<file path="src/rtl/hec_pkg.sv">
// Shared types, character constants and helpers of the hex escape codec.
`timescale 1ns / 1ps
package hec_pkg;

  localparam logic [7:0] CH_SLASH = 8'h2F;
  localparam logic [7:0] CH_DASH  = 8'h2D;
  localparam logic [7:0] CH_BSL   = 8'h5C;
  localparam logic [7:0] CH_X     = 8'h78;
  localparam logic [7:0] CH_DOT   = 8'h2E;
  localparam logic [7:0] CH_COLON = 8'h3A;
  localparam logic [7:0] CH_USCORE = 8'h5F;

  localparam int unsigned MaxOut = 4;

  typedef enum logic {
    MODE_ESCAPE   = 1'b0,
    MODE_UNESCAPE = 1'b1
  } mode_e;

  typedef enum logic [1:0] {
    PEND_NONE  = 2'd0,
    PEND_BSL   = 2'd1,
    PEND_X     = 2'd2,
    PEND_DIGIT = 2'd3
  } pend_e;

  // One accepted item's worth of output bytes.
  typedef struct packed {
    logic [MaxOut-1:0][7:0] data;
    logic [2:0]             cnt;
    logic                   last;
  } desc_t;

  typedef struct packed {
    logic  empty;
    desc_t desc;
  } q_head_t;

  function automatic logic keeps_literal(logic [7:0] b);
    logic r;
    r = (b inside {[8'h30:8'h39], [8'h41:8'h5A], [8'h61:8'h7A]}) ||
        (b == CH_COLON) || (b == CH_USCORE) || (b == CH_DOT);
    return r;
  endfunction

  // {valid, value}
  function automatic logic [4:0] hex_val(logic [7:0] b);
    logic [4:0] r;
    r = '0;
    if (b inside {[8'h30:8'h39]}) begin
      r = {1'b1, 4'(b - 8'h30)};
    end else if (b inside {[8'h61:8'h66]}) begin
      r = {1'b1, 4'(b - 8'h57)};
    end else if (b inside {[8'h41:8'h46]}) begin
      r = {1'b1, 4'(b - 8'h37)};
    end
    return r;
  endfunction

  function automatic logic [7:0] hex_char(logic [3:0] n);
    logic [7:0] r;
    if (n < 4'd10) begin
      r = 8'h30 + {4'd0, n};
    end else begin
      r = 8'h57 + {4'd0, n};
    end
    return r;
  endfunction

  function automatic desc_t put(desc_t d, logic [7:0] b);
    desc_t r;
    r = d;
    r.data[r.cnt[1:0]] = b;
    r.cnt = r.cnt + 3'd1;
    return r;
  endfunction

  function automatic desc_t put_escape(desc_t d, logic [7:0] b);
    desc_t r;
    r = put(d, CH_BSL);
    r = put(r, CH_X);
    r = put(r, hex_char(b[7:4]));
    r = put(r, hex_char(b[3:0]));
    return r;
  endfunction

  function automatic desc_t flush_held(desc_t d, pend_e p, logic [7:0] dig);
    desc_t r;
    r = d;
    if (p != PEND_NONE) r = put(r, CH_BSL);
    if (p == PEND_X || p == PEND_DIGIT) r = put(r, CH_X);
    if (p == PEND_DIGIT) r = put(r, dig);
    return r;
  endfunction

endpackage

</file>
<file path="src/rtl/hec_front.sv">
// Front end: takes input beats, tracks escape state and builds output descriptors.
`timescale 1ns / 1ps
module hec_front (
  input  logic           clk_i,
  input  logic           rst_ni,
  input  logic           cfg_valid_i,
  input  logic           cfg_mode_i,
  input  logic           accept_i,
  input  logic [7:0]     in_byte_i,
  input  logic           in_last_i,
  output hec_pkg::desc_t desc_o,
  output logic           wr_o
);
  import hec_pkg::*;

  mode_e      mode_q, mode_d;
  logic       at_start_q, at_start_d;
  pend_e      pend_q, pend_d;
  logic [7:0] dig_q, dig_d;
  desc_t      desc;
  logic       brk, plain;
  logic [4:0] hv, hv_dig;

  always_comb begin
    desc       = '0;
    desc.last  = in_last_i;
    mode_d     = mode_q;
    at_start_d = at_start_q;
    pend_d     = pend_q;
    dig_d      = dig_q;
    brk        = 1'b0;
    plain      = 1'b0;
    hv         = hex_val(in_byte_i);
    hv_dig     = hex_val(dig_q);

    if (mode_q == MODE_ESCAPE) begin
      if (at_start_q && in_byte_i == CH_DOT) begin
        desc = put_escape(desc, in_byte_i);
      end else if (in_byte_i == CH_SLASH) begin
        desc = put(desc, CH_DASH);
      end else if (in_byte_i == CH_DASH || in_byte_i == CH_BSL ||
                   !keeps_literal(in_byte_i)) begin
        desc = put_escape(desc, in_byte_i);
      end else begin
        desc = put(desc, in_byte_i);
      end
    end else begin
      case (pend_q)
        PEND_BSL: begin
          if (in_byte_i == CH_X) pend_d = PEND_X;
          else brk = 1'b1;
        end
        PEND_X: begin
          if (hv[4]) begin
            dig_d  = in_byte_i;
            pend_d = PEND_DIGIT;
          end else begin
            brk = 1'b1;
          end
        end
        PEND_DIGIT: begin
          if (hv[4]) begin
            desc   = put(desc, {hv_dig[3:0], hv[3:0]});
            pend_d = PEND_NONE;
          end else begin
            brk = 1'b1;
          end
        end
        default: plain = 1'b1;
      endcase
      if (brk) begin
        desc   = flush_held(desc, pend_q, dig_q);
        pend_d = PEND_NONE;
        plain  = 1'b1;
      end
      if (plain) begin
        if (in_byte_i == CH_DASH) begin
          desc = put(desc, CH_SLASH);
        end else if (in_byte_i == CH_BSL) begin
          pend_d = PEND_BSL;
        end else begin
          desc = put(desc, in_byte_i);
        end
      end
      if (in_last_i) begin
        desc   = flush_held(desc, pend_d, dig_d);
        pend_d = PEND_NONE;
      end
    end
    at_start_d = in_last_i;

    // mode write abandons the string in progress
    if (cfg_valid_i) begin
      mode_d     = mode_e'(cfg_mode_i);
      at_start_d = 1'b1;
      pend_d     = PEND_NONE;
      dig_d      = dig_q;
    end
  end

  always_ff @(posedge clk_i or negedge rst_ni) begin
    if (!rst_ni) begin
      mode_q     <= MODE_ESCAPE;
      at_start_q <= 1'b1;
      pend_q     <= PEND_NONE;
      dig_q      <= '0;
    end else if (cfg_valid_i || accept_i) begin
      mode_q     <= mode_d;
      at_start_q <= at_start_d;
      pend_q     <= pend_d;
      dig_q      <= dig_d;
    end
  end

  assign desc_o = desc;
  assign wr_o   = accept_i && !cfg_valid_i && (desc.cnt != 3'd0);

endmodule

</file>
<file path="src/rtl/hec_fifo.sv">
// Descriptor queue between front and back ends.
`timescale 1ns / 1ps
module hec_fifo #(
  parameter int unsigned Depth = 2
) (
  input  logic             clk_i,
  input  logic             rst_ni,
  input  logic             wr_i,
  input  hec_pkg::desc_t   wdata_i,
  input  logic             rd_i,
  output logic             full_o,
  output hec_pkg::q_head_t head_o
);
  import hec_pkg::*;

  localparam int unsigned AW = (Depth > 1) ? $clog2(Depth) : 1;
  localparam int unsigned CW = $clog2(Depth + 1);
  localparam logic [AW-1:0] LastPtr = AW'(Depth - 1);
  localparam logic [CW-1:0] FullCnt = CW'(Depth);

  desc_t         mem_q [Depth];
  logic [AW-1:0] wptr_q, rptr_q;
  logic [CW-1:0] cnt_q;
  logic          do_rd;

  assign do_rd = rd_i && (cnt_q != '0);

  always_ff @(posedge clk_i) begin
    if (wr_i) mem_q[wptr_q] <= wdata_i;
  end

  always_ff @(posedge clk_i or negedge rst_ni) begin
    if (!rst_ni) begin
      wptr_q <= '0;
      rptr_q <= '0;
      cnt_q  <= '0;
    end else begin
      if (wr_i) wptr_q <= (wptr_q == LastPtr) ? '0 : wptr_q + AW'(1);
      if (do_rd) rptr_q <= (rptr_q == LastPtr) ? '0 : rptr_q + AW'(1);
      if (wr_i && !do_rd) cnt_q <= cnt_q + CW'(1);
      else if (!wr_i && do_rd) cnt_q <= cnt_q - CW'(1);
    end
  end

  assign full_o       = (cnt_q == FullCnt);
  assign head_o.empty = (cnt_q == '0);
  assign head_o.desc  = mem_q[rptr_q];

endmodule

</file>
<file path="src/rtl/hec_back.sv">
// Back end: walks the head descriptor and hands out one byte per beat.
`timescale 1ns / 1ps
module hec_back (
  input  logic             clk_i,
  input  logic             rst_ni,
  input  hec_pkg::q_head_t head_i,
  input  logic             pop_i,
  output logic             empty_o,
  output logic [7:0]       out_byte_o,
  output logic             out_last_o,
  output logic             rd_o
);
  import hec_pkg::*;

  logic [1:0] idx_q;
  logic       last_beat, take;

  assign empty_o    = head_i.empty;
  assign take       = pop_i && !head_i.empty;
  assign last_beat  = ({1'b0, idx_q} + 3'd1) == head_i.desc.cnt;
  assign out_byte_o = head_i.desc.data[idx_q];
  assign out_last_o = head_i.desc.last && last_beat;
  assign rd_o       = take && last_beat;

  always_ff @(posedge clk_i or negedge rst_ni) begin
    if (!rst_ni) begin
      idx_q <= '0;
    end else if (take) begin
      idx_q <= last_beat ? '0 : idx_q + 2'd1;
    end
  end

endmodule

</file>
<file path="src/rtl/hex_escape_codec_core.sv">
// Top level of the backslash-x hex escape codec.
`timescale 1ns / 1ps
// Converts a byte stream to or from the backslash-x hex escape name form,
// direction set by the mode register (0 escape, 1 unescape). A write to
// mode abandons any string in progress. An input beat is taken every cycle
// while the descriptor queue (QDepth entries) has room; each beat turns
// into zero to four output bytes, and the back end sends one byte per
// cycle while pop is asserted and the queue is not empty. The bytes of
// each beat are written as one descriptor into the queue and leave from its head.
// No clearing pass is needed after reset.
module hex_escape_codec_core #(
  parameter int unsigned QDepth = 2
) (
  input  logic       clk_i,
  input  logic       rst_ni,
  input  logic       cfg_valid_i,
  output logic       cfg_ready_o,
  input  logic       cfg_mode_i,
  input  logic       push,
  output logic       full,
  input  logic [7:0] in_byte_i,
  input  logic       in_last_i,
  output logic       empty,
  input  logic       pop,
  output logic [7:0] out_byte_o,
  output logic       out_last_o
);
  import hec_pkg::*;

  desc_t   desc;
  q_head_t head;
  logic    wr, rd, accept;

  assign cfg_ready_o = 1'b1;
  assign accept      = push && !full;

  hec_front u_front (
    .clk_i       (clk_i),
    .rst_ni      (rst_ni),
    .cfg_valid_i (cfg_valid_i),
    .cfg_mode_i  (cfg_mode_i),
    .accept_i    (accept),
    .in_byte_i   (in_byte_i),
    .in_last_i   (in_last_i),
    .desc_o      (desc),
    .wr_o        (wr)
  );

  hec_fifo #(
    .Depth (QDepth)
  ) u_fifo (
    .clk_i   (clk_i),
    .rst_ni  (rst_ni),
    .wr_i    (wr),
    .wdata_i (desc),
    .rd_i    (rd),
    .full_o  (full),
    .head_o  (head)
  );

  hec_back u_back (
    .clk_i      (clk_i),
    .rst_ni     (rst_ni),
    .head_i     (head),
    .pop_i      (pop),
    .empty_o    (empty),
    .out_byte_o (out_byte_o),
    .out_last_o (out_last_o),
    .rd_o       (rd)
  );

  a_no_wr_full: assert property (@(posedge clk_i) disable iff (!rst_ni)
    wr |-> !full)
    else $error("descriptor written into full queue");

  a_last_emits: assert property (@(posedge clk_i) disable iff (!rst_ni)
    (accept && in_last_i && !cfg_valid_i) |-> wr)
    else $error("last beat produced no output");

  a_cnt_range: assert property (@(posedge clk_i) disable iff (!rst_ni)
    wr |-> (desc.cnt != 3'd0 && desc.cnt <= 3'd4))
    else $error("descriptor byte count out of range");

  a_head_cnt: assert property (@(posedge clk_i) disable iff (!rst_ni)
    !head.empty |-> (head.desc.cnt != 3'd0 && head.desc.cnt <= 3'd4))
    else $error("queue head holds an empty descriptor");

endmodule
</file>
<file path="config.mk">
export PLATFORM = sky130hd
export DESIGN_NAME = hex_escape_codec_core
export DESIGN_NICKNAME = d
export VERILOG_FILES = /design/src/rtl/hec_pkg.sv /design/src/rtl/hec_front.sv /design/src/rtl/hec_fifo.sv /design/src/rtl/hec_back.sv /design/src/rtl/hex_escape_codec_core.sv
export SDC_FILE = /design/constraint.sdc
export NUM_CORES = 1
export LEC_CHECK = 0
export BUFFER_PORTS_ARGS = -buffer_cell sky130_fd_sc_hd__buf_2
export CAP_MARGIN = 20
export CORE_UTILIZATION = 40
export DETAILED_ROUTE_END_ITERATION = 10
export HOLD_SLACK_MARGIN = 0.03
export PLACE_DENSITY = 0.53
export SYNTH_ARGS = -nofsm -noshare
export SYNTH_HDL_FRONTEND = slang
export SYNTH_SLANG_ARGS = --single-unit
</file>
<file path="constraint.sdc">
create_clock -name clk_i -period 16.7 [get_ports clk_i]
set_clock_uncertainty 0.1 [all_clocks]
set_input_delay 0.835 -clock clk_i [delete_from_list [all_inputs] [get_ports clk_i]]
set_output_delay 0.835 -clock clk_i [all_outputs]
set_load 0.05 [all_outputs]
</file>
# --- Word-level counts from Yosys, hierarchy flattened ---
# Memories as Yosys holds them, arrays and structs flattened.
# Index checks and enable logic that the tools add are counted.
# Widths: inputs -> output; s select.
op_classes:
  bitwise_logic: 16
  addsub: 23
  n_mux: 85
  n_lt_le_gt_ge: 31
  reduce_logical: 52
  n_eq_ne: 14
ops:
  columns: ["cell", "n"]
  rows:
  - ["$mux 36", 27]
  - ["$demux 8 s2", 7]
  - ["$mux 8", 13]
  - ["$bwmux 32", 3]
  - ["$and 16x16->16", 4]
  - ["$not 16->16", 4]
  - ["$or 16x16->16", 4]
  - ["$le 8x7->1 const B", 6]
  - ["$eq 8x6->1 const B", 4]
  - ["$ge 8x7->1 const B", 4]
  - ["$mux 2", 14]
  - ["$logic_and 1x1->1", 25]
  - ["$eq 8x7->1 const B", 3]
  - ["$lt 2x3->1 const B", 8]
  - ["$add 3x1->3 const B", 7]
  - ["$or 20x20->20", 1]
  - ["$add 7x4->8 const A", 2]
  - ["$bmux 8 s2", 1]
  - ["$ge 8x6->1 const B", 2]
  - ["$le 8x6->1 const B", 2]
  - ["$sub 4x3->4 const B", 4]
  - ["$mux 5", 3]
  - ["$add 6x4->7 const A", 2]
  - ["$ge 2x1->1 const B", 7]
  - ["other kinds (26)", 64]
totals:
  ramBits: 72
  output_inout_bits: 12
  register_bits: 18
  memories: 1
  inputBits: 15
  word_cells: 230
mem_list:
  columns: ["memory", "depth", "width", "rd", "rd_ports_with_merged_regs", "write_ports", "line_no", "source"]
  rows:
  - ["u_fifo.mem_q", 2, 36, 1, 0, 1, "hec_fifo.sv:21", "desc_t mem_q [Depth];"]

# --- Longest topological paths before layout ---
# Gate-level depths: netlist of run 1.
depth:
  word_depth: 75
  depth_mapped: 36
  mapped_depth_nobuf: 33

# --- Hierarchy ---
# From an unflattened synthesis of run 1, not the netlist that was laid out.
hier_totals:
  hier_cells: 698
  hier_area_um2: 6851.6
modules_own_cells:
  columns: ["module", "cells_each", "seq_area_each_um2", "area_per_inst_um2", "instances"]
  rows:
  - ["hec_front", 541, 301.5, 3539.6, 1]
  - ["hec_fifo", 128, 2262.2, 2935.3, 1]
  - ["hec_back", 26, 50.0, 351.6, 1]
  - ["hex_escape_codec_core", 3, 0.0, 25.0, 1]

# --- Worst setup path after synthesis of run 1 ---
# No wires, ideal clock.
synth_path:
  path_type: "input to register"
  start: "input in_byte_i[1]"
  end: "memory u_fifo.mem_q[0][0] in the netlist's numbering (enable)"
  n_path_buf: 3
  t_required_ns: 16.171
  setup_ns: 0.429
  path_slack_ns: 6.790
  path_stages: 31
  arrival_ns: 9.380
  cell_sequence: "clkbuf_1 > inv_1 > ha_1 > or4b_1 > a311oi_2 > o21ba_1 > buf_6 > o31ai_1 > inv_1 > ha_1 > xor2_1 > ha_1 > o21ai_0 > or2_2 > ha_1 > nor2_1 > nor2_1 > a21oi_1 > ha_1 > o21ai_0 > ha_1 > o211ai_1 > ha_1 > clkbuf_1 > nand3b_1 > o21a_1 > o32a_1 > xor2_1 > a31oi_1 > a311o_1 > nor2_1"
synth_between:
  elab_chain_len: 41
  word_cells_on_any_way: 89
  cone_classes: "add/sub (7); order compare (8); eq/ne (9); mux (48); reduce/logical (17)"
synth_lines:
  columns: ["element", "line_no", "source"]
  rows:
  - ["start, declared", "hex_escape_codec_core.sv:21", "input logic [7:0] in_byte_i,"]
  - ["$ge 8x7->1 or $le 8x7->1 (tied branches)", "hec_pkg.sv:41, hec_pkg.sv:54", null]
  - ["$logic_and 1x1->1", "hec_pkg.sv:54", "end else if (b inside {[8'h41:8'h46]}) begin"]
  - ["$mux 5", "hec_pkg.sv:54", null]
  - ["$mux 5", "hec_pkg.sv:52", "end else if (b inside {[8'h61:8'h66]}) begin"]
  - ["$mux 5", "hec_pkg.sv:50", "if (b inside {[8'h30:8'h39]}) begin"]
  - ["$mux 12", "hec_front.sv:62", "if (hv[4]) begin"]
  - ["$mux 36", "hec_front.sv:48", "case (pend_q)"]
  - ["$mux 36", "hec_front.sv:36", "if (mode_q == MODE_ESCAPE) begin"]
  - ["[25 not listed]", null, null]
  - ["$add 3x1->3", "hec_pkg.sv:74", "r.cnt = r.cnt + 3'd1;"]
  - ["$mux 36", "hec_pkg.sv:92", "if (p == PEND_DIGIT) r = put(r, dig);"]
  - ["$mux 36", "hec_front.sv:85", "if (in_last_i) begin"]
  - ["$mux 36 *", "hec_front.sv:36", null]
  - ["$reduce_bool 3->1 *", "hec_front.sv:116", "assign wr_o = accept_i && !cfg_valid_i && (desc.cnt != 3'd0);"]
  - ["$logic_and 1x1->1 *", "hec_front.sv:116", null]
  - ["$mux 1 *", "hec_fifo.sv:29", "if (wr_i) mem_q[wptr_q] <= wdata_i;"]
  - ["$mux 1 (not written as such) *", "hec_fifo.sv:29", null]
  - ["end, declared", "hec_fifo.sv:21", null]
# Mark *: on every way between the ends. The rest lies on a longest branch, timed or not. The select of a mux whose other input is x is not followed.

# --- Worst setup path in the final report of run 1 ---
layout_path:
  start: "input in_byte_i[1]"
  end: "memory u_fifo.mem_q[1][9] in the netlist's numbering (enable)"
# The elaborated chain is that of the path after synthesis.

==> flow_summary.ini, run 1 <==
[run_status]
status = completed

[floorplan]
rows = 46
dieArea_um2 = 17000
io_pins = 27
coreArea_um2 = 15900
die_w_um = 130
start_util_pct = 41.3
die_h_um = 130

[yosys]
netlist_top_cells_area = edfxtp_1, ha_1, dfrtp_1, mux4_2, nand2_1
synth.avg_cell_area_um2 = 9.43
ys_seq_area_share_pct = 39.7
async_flop_share_pct = 20.0
synth_flop_cell = edfxtp_1
synth_cells = 698
ys_ff_latch = 90
synth_top_area_cell = edfxtp_1
netlist_top_cells_count = nand2_1, edfxtp_1, nor2_1
yosys_warnings = 0
synth.cell_area_um2 = 6580
synth-edff-count = 72
ys_types = 77
synth.most_common_cell = nand2_1
synth_top_area_share_pct = 32.9
synth_fp_nets = 748

[critical_path]
path_class = input pin to flip-flop
max_stage_delay_ns = 0.82
rrSetupSlack_ns = 8.81
cpLargestDelayFamily = compound AO/OA/AOI/OAI gates
r2r-end = u_fifo.mem_q[1][9]$_DFFE_PP_
slowest_stage = nor2_4
rr_worst_depth = 25
crit_path_start_kind = input pin
cp-end-kind = flip-flop
r2r-start = u_front.pend_q[0]$_DFFE_PN0P_
crit_cells = 29
crit_path_max_fanout = 36
crit_top_cell = ha_1
crit_arrival_ns = 9.84
cp_num_buf_inv = 3
crit_required_ns = 16.54

[sta]
fin_crit_ns = 10.0
rsz0062_at_grt = no
hold_violations = 0
timing.hold.ws_ns = 0.326
fmax_mhz = 100
drv_slew = 0
tns_ns = 0
finalCritPeriodShare_pct = 59.9
tightest_slew_ns = 1.03
max-slew-margin-rel_pct = 31.0
setup_viol = 0

[cts]
htree_levels = 3
postCtsHoldBufs = 0
clock-sinks = 90
postCtsSetupRepairBufs = 0
cts_resized = 0
clk_pin_slew_ns = 0.06
clock_path_buffers = 2
cts_root_buf = clkbuf_16
clk_latency_ns = 0.33
cts_buffers = 9
tritoncts = built

[routing]
ant_nets = 0
drt_iter0_drc = 691
wirelength_um = 21300
via_per_inst = 6.26
drc = 0
dr.pass1.iters = 6
wl_per_cell_um = 23.3
num_vias = 5724

[final_layout]
drive_above_1_share_pct = 13.6
insertedDiodeCount = 0
nNetsFinal = 743
area_growth_pct = 8.43

[pwr]
ir_drop_v = 0.000105
switching_share_pct = 35.9
power.share.clock_pct = 24.3
leakage_nw = 2.68
p_sw_w = 0.000271
seqPwrFrac_pct = 40.4
p_int_w = 0.000484
share_comb_of_total_power_pct = 35.4
powerDensity_nw_per_um2 = 106

[grt]
grt_max_degree = 38
grt_pass1_wl_um = 32100
overflow = 0
antenna_found_initial = 0
grt_pass1_vias = 5332
grtUsageTotal_pct = 26.0

[place]
gp_congestion = 0.994
portBuffers = 25
hpwl_um = 16000

[hold_path]
holdCritPathClass = input pin to asynchronous set/reset pin

[job]
cap_violations = 0
==> worst max path at each step <==
stage | startpoint | endpoint | slack, ns
final | in_byte_i[1] | u_fifo.mem_q[1][9]$_DFFE_PP_ | 6.70
after global placement | in_byte_i[1] | u_fifo.mem_q[0][13]$_DFFE_PP_ | 6.73
after global routing | in_byte_i[1] | u_fifo.mem_q[1][31]$_DFFE_PP_ | 6.20
after detailed placement | in_byte_i[1] | u_fifo.mem_q[1][16]$_DFFE_PP_ | 6.49
after floorplan | in_byte_i[1] | u_fifo.mem_q[0][0]$_DFFE_PP_ | 6.79
after CTS | in_byte_i[1] | u_fifo.mem_q[1][31]$_DFFE_PP_ | 6.82
==> final cells by class <==
class,instances,area [um2]
fillers,1568,8810
multi-input cells,526,3660
repair buffers,35,195
well taps,216,270
inverters,31,116
flip-flops and latches,90,2610
clock buffers,12,246
clock inverters,4,26.3
==> flip-flops by register name (all words and copies together) (netlist names) <==
| signal | flops |
|---|---|
| u_front.mode_q | 1 |
| u_fifo.cnt_q | 2 |
| u_fifo.mem_q | 72 |
| u_front.dig_q | 8 |
| u_fifo.rptr_q | 1 |
| u_back.idx_q | 2 |
| u_fifo.wptr_q | 1 |
| u_front.at_start_q | 1 |
| u_front.pend_q | 2 |
==> cell usage in the layout (no fill, tap or decap), drive strengths merged, types with 10 or more instances in the layout <==
master,n
nand2,78
edfxtp,72
nor2,59
o21ai,52
a21oi,47
ha,35
buf,34
inv,31
nand3,19
nor3,18
a31oi,18
dfrtp,17
mux4,16
mux2,14
clkbuf,13
and2,12
nand4,11
o22ai,10
==> metrics by stage <==
stage          instance area (um2)  worst slack [ns]  total power (W)  cells  utilization [%]
2_1_floorplan                 6580              6.79         0.000516    698                -
3_3_place_gp                  6850              6.73         0.000575    896             43.0
3_5_place_dp                  6850              6.49         0.000579    896             43.0
4_1_cts                       7120              6.82         0.000764    912             44.7
5_1_grt                       7130              6.20         0.000791    914             44.7
6_report                      7130              6.70         0.000754    914             44.7
==> cell families after synthesis <==
| kind of cell | Yosys count | share of synthesized area (%) |
|---|---|---|
| XOR/XNOR | 15 | 2.11 |
| other | 1 | 0.0570 |
| AND/OR/NAND/NOR | 231 | 16.8 |
| AO/OA/AOI/OAI | 209 | 21.0 |
| multiplexers | 35 | 8.69 |
| flip-flops | 90 | 39.7 |
| buffers and inverters | 82 | 4.96 |
| adder cells (fa/ha/maj) | 35 | 6.66 |
==> power by group through the flow <==
stage               sequential [W]  clock (W)  combinational [W]
finish                    0.000304   0.000183           0.000267
global route              0.000308   0.000196           0.000287
CTS                       0.000306   0.000188           0.000270
detailed placement        0.000310          0           0.000269
global placement          0.000309          0           0.000266
floorplan                 0.000292          0           0.000224
==> worst register-to-register path, stage by stage (launching register included) <==
cell	delay, ns
dfrtp_1	0.52
and2_0	0.22
buf_4	0.19
o31ai_1	0.24
inv_1	0.11
ha_1	0.41
xor2_1	0.19
ha_1	0.29
o21ai_0	0.09
or2_2	0.32
ha_1	0.28
nor2_1	0.15
nor2_1	0.07
a21oi_1	0.28
ha_1	0.30
o21ai_0	0.35
ha_1	0.33
o211ai_1	0.30
ha_1	0.49
nand3b_1	0.13
o21a_1	0.13
o32a_1	0.31
xor2_1	0.14
a31oi_1	0.18
a311o_1	0.56
nor2_4	0.82
==> per-layer routing <==
metal	part of all wire, %	global-route usage [%]
met5	0	0
met4	5.4	13.8
met2	45	40.7
met1	43	34.2
met3	7.2	4.72
Power figures use the tool's default switching activity.
==> run 2, diff against run 1 <==
Clock period 16.7 ns to 9.9 ns, I/O delays scaled along.
==> run 2 against run 1 <==
Combinational power increased by 68%. Register-to-register slack worse by 6.7 ns. Sequential power increased by 69%. Non-clock buffer count grew 1. Final cell count increased by 0.11%. Critical path depth is 1 higher. Sequential cell count is the same. Global-route usage shrank 0.72 points. First-iteration DRC count up 1.2%. Routed wire length shrank 3.9%. Final area rose by 0.54%. Worst setup slack got worse by 5.6 ns. Critical path type unchanged.
==> flow_summary.ini, run 2 (synthesized netlist as in run 1, its figures left out) <==
[run_status]
status = completed

[pwr]
leakage_nw = 2.70
powerDensity_nw_per_um2 = 181
fin_total_pwr_w = 0.00130
ir_drop_v = 0.000149

[critical_path]
rrSetupSlack_ns = 2.14
crit_arrival_ns = 8.68
crit_top_cell = ha_1
path_class = input pin to flip-flop
crit_path_start_kind = input pin
crit_required_ns = 9.78
slowest_stage = or4b_1
rr_worst_depth = 25
max_stage_delay_ns = 0.56
cp-end-kind = flip-flop
r2r-start = u_front.pend_q[1]$_DFFE_PN0P_
crit_path_max_fanout = 36
r2r-end = u_fifo.mem_q[1][10]$_DFFE_PP_

[final_layout]
area_growth_pct = 9.01
multi_input_area_um2 = 3660
seqCellArea_um2 = 2610
drive_above_1_share_pct = 13.6
final_common_cell = nand2_1
largest_reg_flops = 72
insertedDiodeCount = 0
nNetsFinal = 744
fillers = 1556
reg_top3 = u_fifo.mem_q (72), u_front.dig_q (8)
layout_common_cells = nand2_1, edfxtp_1, nor2_1
regMostFlops = u_fifo.mem_q
final_util_pct = 45.0

[hold_path]
whs_path_depth = 3
holdCritPathClass = input pin to flip-flop
worstHoldStart = cfg_mode_i
hold_path_end = u_front.mode_q$_DFFE_PN0P_

[sta]
fmax_mhz = 114
max-slew-margin-rel_pct = 26.2
hold_violations = 0
tns_ns = 0
timing.hold.ws_ns = 0.287
setup_viol = 0
fin_crit_ns = 8.81
drv_slew = 0
finalCritPeriodShare_pct = 89.0
rsz0062_at_grt = no
tightest_slew_ns = 1.10

[cts]
cts_root_buf = clkbuf_16
clock_path_buffers = 2
clk_pin_slew_ns = 0.06
cts_buffers = 9
htree_levels = 3
cts_resized = 0
postCtsHoldBufs = 1
postCtsSetupRepairBufs = 0
tritoncts = built
clk_latency_ns = 0.34
clock-sinks = 90

[floorplan]
io_pins = 27
dieArea_um2 = 17000
die_w_um = 130
die_h_um = 130
rows = 46
start_util_pct = 41.3
coreArea_um2 = 15900

[routing]
via_per_inst = 6.25
met3WireLength_um = 1440
route.met2.wl_um = 9330
top_layer = met4
m1WireLength_um = 8860
drt_iter0_drc = 699
ant_nets = 0
dr.pass1.iters = 6
wirelength_um = 20500
wl_per_cell_um = 22.4
num_vias = 5718
drc = 0

[job]
cap_violations = 0

[place]
hpwl_um = 15200
portBuffers = 25
gp_congestion = 0.967

[grt]
antenna_found_initial = 0
grt_pass1_vias = 5347
grt_max_degree = 38
grt_pass1_wl_um = 31700
grtUsageTotal_pct = 25.3
overflow = 0
-- run 2: per-layer routing --
metal	vias up	track usage [%]
li1	2617	-
met4	0	12.4
met5	-	0
met1	2762	34.0
met2	287	39.4
met3	52	4.35
-- run 2: critical path: cells and delay by family --
family,cells,cell delay (ns)
AOI/OAI and AO/OA,11,3.21
and+or+nand+nor,6,1.32
xor gates and xnor gates,2,0.33
adders and majority gates,7,2.27
buffers and inverters,4,0.99
-- run 2: area by class of cell --
class | instances | share of cell area (%)
flip-flops and latches | 90 | 36.4
multi-input cells | 526 | 51.0
clock inverters | 6 | 1.01
inverters | 31 | 1.62
repair buffers | 36 | 2.93
clock buffers | 10 | 3.19
well taps | 216 | 3.77
-- run 2: worst max-delay path by stage --
stage          cells past startpoint    startpoint                             to  slack [ns]
6_report                          30  in_byte_i[1]  u_fifo.mem_q[1][10]$_DFFE_PP_        1.09
5_1_grt                           30  in_byte_i[1]  u_fifo.mem_q[0][21]$_DFFE_PP_        0.61
4_1_cts                           30  in_byte_i[1]  u_fifo.mem_q[0][21]$_DFFE_PP_        1.17
3_5_place_dp                      30  in_byte_i[1]   u_fifo.mem_q[0][8]$_DFFE_PP_        0.85
3_3_place_gp                      30  in_byte_i[1]   u_fifo.mem_q[0][7]$_DFFE_PP_        1.11
2_1_floorplan                     31  in_byte_i[1]   u_fifo.mem_q[0][0]$_DFFE_PP_        0.33
-- run 2: through the flow --
| step | std cells | worst slack [ns] | instance area [um2] |
|---|---|---|---|
| after floorplan | 698 | 0.330 | 6580 |
| after global placement | 898 | 1.11 | 6860 |
| after detailed placement | 898 | 0.848 | 6860 |
| after CTS | 915 | 1.17 | 7170 |
| after global routing | 915 | 0.607 | 7170 |
| final | 915 | 1.09 | 7170 |
-- run 2: where the power goes --
part	switching, W	internal [W]
combinational	0.000278	0.000170
clock	0.000141	0.000198
sequential	0.0000428	0.000470
==> run 3, diff against run 2 <==
Settings changed: PLACE_DENSITY 0.53 to default.
==> run 3 against run 2 <==
First-iteration DRC count up 34%. Via count is 1.6% higher. Worst hold slack got worse by 0.015 ns. Fmax down 3.8%. Sequential power hardly changed. Final cell count up 0.22%. Combinational power about the same. Register-to-register slack got worse by 0.05 ns.
==> flow_summary.ini, run 3 (synthesized netlist as in run 1, its figures left out) <==
[place]
gp_congestion = 1.00
dpl-instance-area_um2 = 6880
hpwl_um = 14900
portBuffers = 25

[grt]
grt_pass1_vias = 5402
overflow = 0
grt_pass1_wl_um = 30700
antenna_found_initial = 0
grtUsageTotal_pct = 24.6
grt_max_degree = 38

[floorplan]
dieArea_um2 = 17000
rows = 46
die_h_um = 130
die_w_um = 130
io_pins = 27
start_util_pct = 41.3
coreArea_um2 = 15900

[sta]
fmax_mhz = 109
tightest_slew_ns = 1.02
fin_crit_ns = 9.16
rsz0062_at_grt = no
hold_violations = 0
drv_slew = 0
max-slew-margin-rel_pct = 31.8
setup_viol = 0
finalCritPeriodShare_pct = 92.5
tns_ns = 0

[routing]
ant_nets = 0
via_per_inst = 6.34
wl_per_cell_um = 22.0
wirelength_um = 20200
dr.pass1.iters = 5
num_vias = 5812
drt_iter0_drc = 937
drc = 0

[cts]
clock_path_buffers = 2
htree_levels = 3
cts_buffers = 9
clock-sinks = 90
clk_pin_slew_ns = 0.06
cts_root_buf = clkbuf_16
tritoncts = built
postCtsSetupRepairBufs = 0
clk_latency_ns = 0.33

[final_layout]
nNetsFinal = 746
drive_above_1_share_pct = 13.8
area_growth_pct = 9.62
insertedDiodeCount = 0
final_common_cell = nand2_1
reg_top3 = u_fifo.mem_q (72), u_front.dig_q (8)
regMostFlops = u_fifo.mem_q
fin_area_um2 = 7210
layout_common_cells = nand2_1, edfxtp_1, nor2_1
largest_reg_flops = 72

[critical_path]
crit_arrival_ns = 9.11
max_stage_delay_ns = 0.57
path_class = input pin to flip-flop
crit_required_ns = 9.85
slowest_stage = or4b_1
rrSetupSlack_ns = 2.09
cp-end-kind = flip-flop
crit_top_cell = ha_1
crit_path_max_fanout = 22
crit_path_start_kind = input pin

[pwr]
ir_drop_v = 0.000134
powerDensity_nw_per_um2 = 184
switching_share_pct = 34.9
seqPwrFrac_pct = 38.6
share_comb_of_total_power_pct = 33.9
power.share.clock_pct = 27.5
p_int_w = 0.000865
p_sw_w = 0.000463
leakage_nw = 2.72

[job]
cap_violations = 0

[run_status]
status = completed

[hold_path]
holdCritPathClass = input pin to flip-flop
run 3: path summary, 6_finish.rpt:
kind / startpoint / to / cells past startpoint
setup / recovery: in_byte_i[1] / u_fifo.mem_q[0][10]$_DFFE_PP_ / 31
hold / removal: cfg_mode_i / u_front.mode_q$_DFFE_PN0P_ / 3
setup reg to reg: u_front.pend_q[1]$_DFFE_PN0P_ / u_fifo.mem_q[0][10]$_DFFE_PP_ / 27
hold reg to reg: u_fifo.cnt_q[1]$_DFFE_PN0P_ / u_fifo.cnt_q[1]$_DFFE_PN0P_ / 1
max in group asynchronous: rst_ni / u_front.at_start_q$_DFFE_PN1P_ / 2
min in group asynchronous: rst_ni / u_back.idx_q[1]$_DFFE_PN0P_ / 2
run 3: through the flow:
| stage | cells | power, W | utilization (%) | setup slack [ns] | hold WS (ns) |
|---|---|---|---|---|---|
| 6_report | 917 | 0.00133 | 45.2 | 0.741 | 0.273 |
| 5_1_grt | 917 | 0.00139 | 45.2 | 0.135 | 0.280 |
| 4_1_cts | 917 | 0.00134 | 45.2 | 0.858 | 0.259 |
| 3_5_place_dp | 900 | 0.000975 | 43.1 | 0.512 | 0.344 |
| 3_3_place_gp | 900 | 0.000967 | 43.1 | 0.764 | 0.346 |
| 2_1_floorplan | 698 | 0.000870 | - | 0.330 | 0.0994 |
run 3: power by group through the flow:
stage               clock, W  combinational, W  sequential (W)
floorplan                  0          0.000377        0.000493
finish              0.000365          0.000450        0.000513
detailed placement         0          0.000452        0.000523
global placement           0          0.000448        0.000519
CTS                 0.000374          0.000454        0.000515
global route        0.000387          0.000483        0.000518
run 3: what timing repair did:
action                                 in CTS  in global routing
gates resized for setup                     0                  0
endpoints found under the hold margin      17                  0
hold buffers                                1                  0
run 3: layer usage:
layer	share of wire, %	GRT usage (%)	vias up
li1	-	-	2623
met1	42	32.6	2786
met2	45	38.1	335
met3	8.4	4.31	68
met4	5.0	13.3	0
met5	0	0	-
run 3: layout make-up:
| type | count | area (um2) |
|---|---|---|
| clock buffer | 10 | 229 |
| clock inverter | 6 | 97.6 |
| fill | 1531 | 8730 |
| inverter | 31 | 116 |
| multi-input combinational | 526 | 3660 |
| sequential | 90 | 2610 |
| tap | 216 | 270 |
| timing repair buffer | 38 | 225 |
run 3: critical path: cells and delay by family:
| family | cells | cell delay (ns) |
|---|---|---|
| AO/OA/AOI/OAI | 11 | 3.16 |
| XOR/XNOR | 2 | 0.32 |
| adder cells (fa/ha/maj) | 7 | 2.32 |
| buffers and inverters | 5 | 1.04 |
| AND/OR/NAND/NOR | 6 | 1.76 |
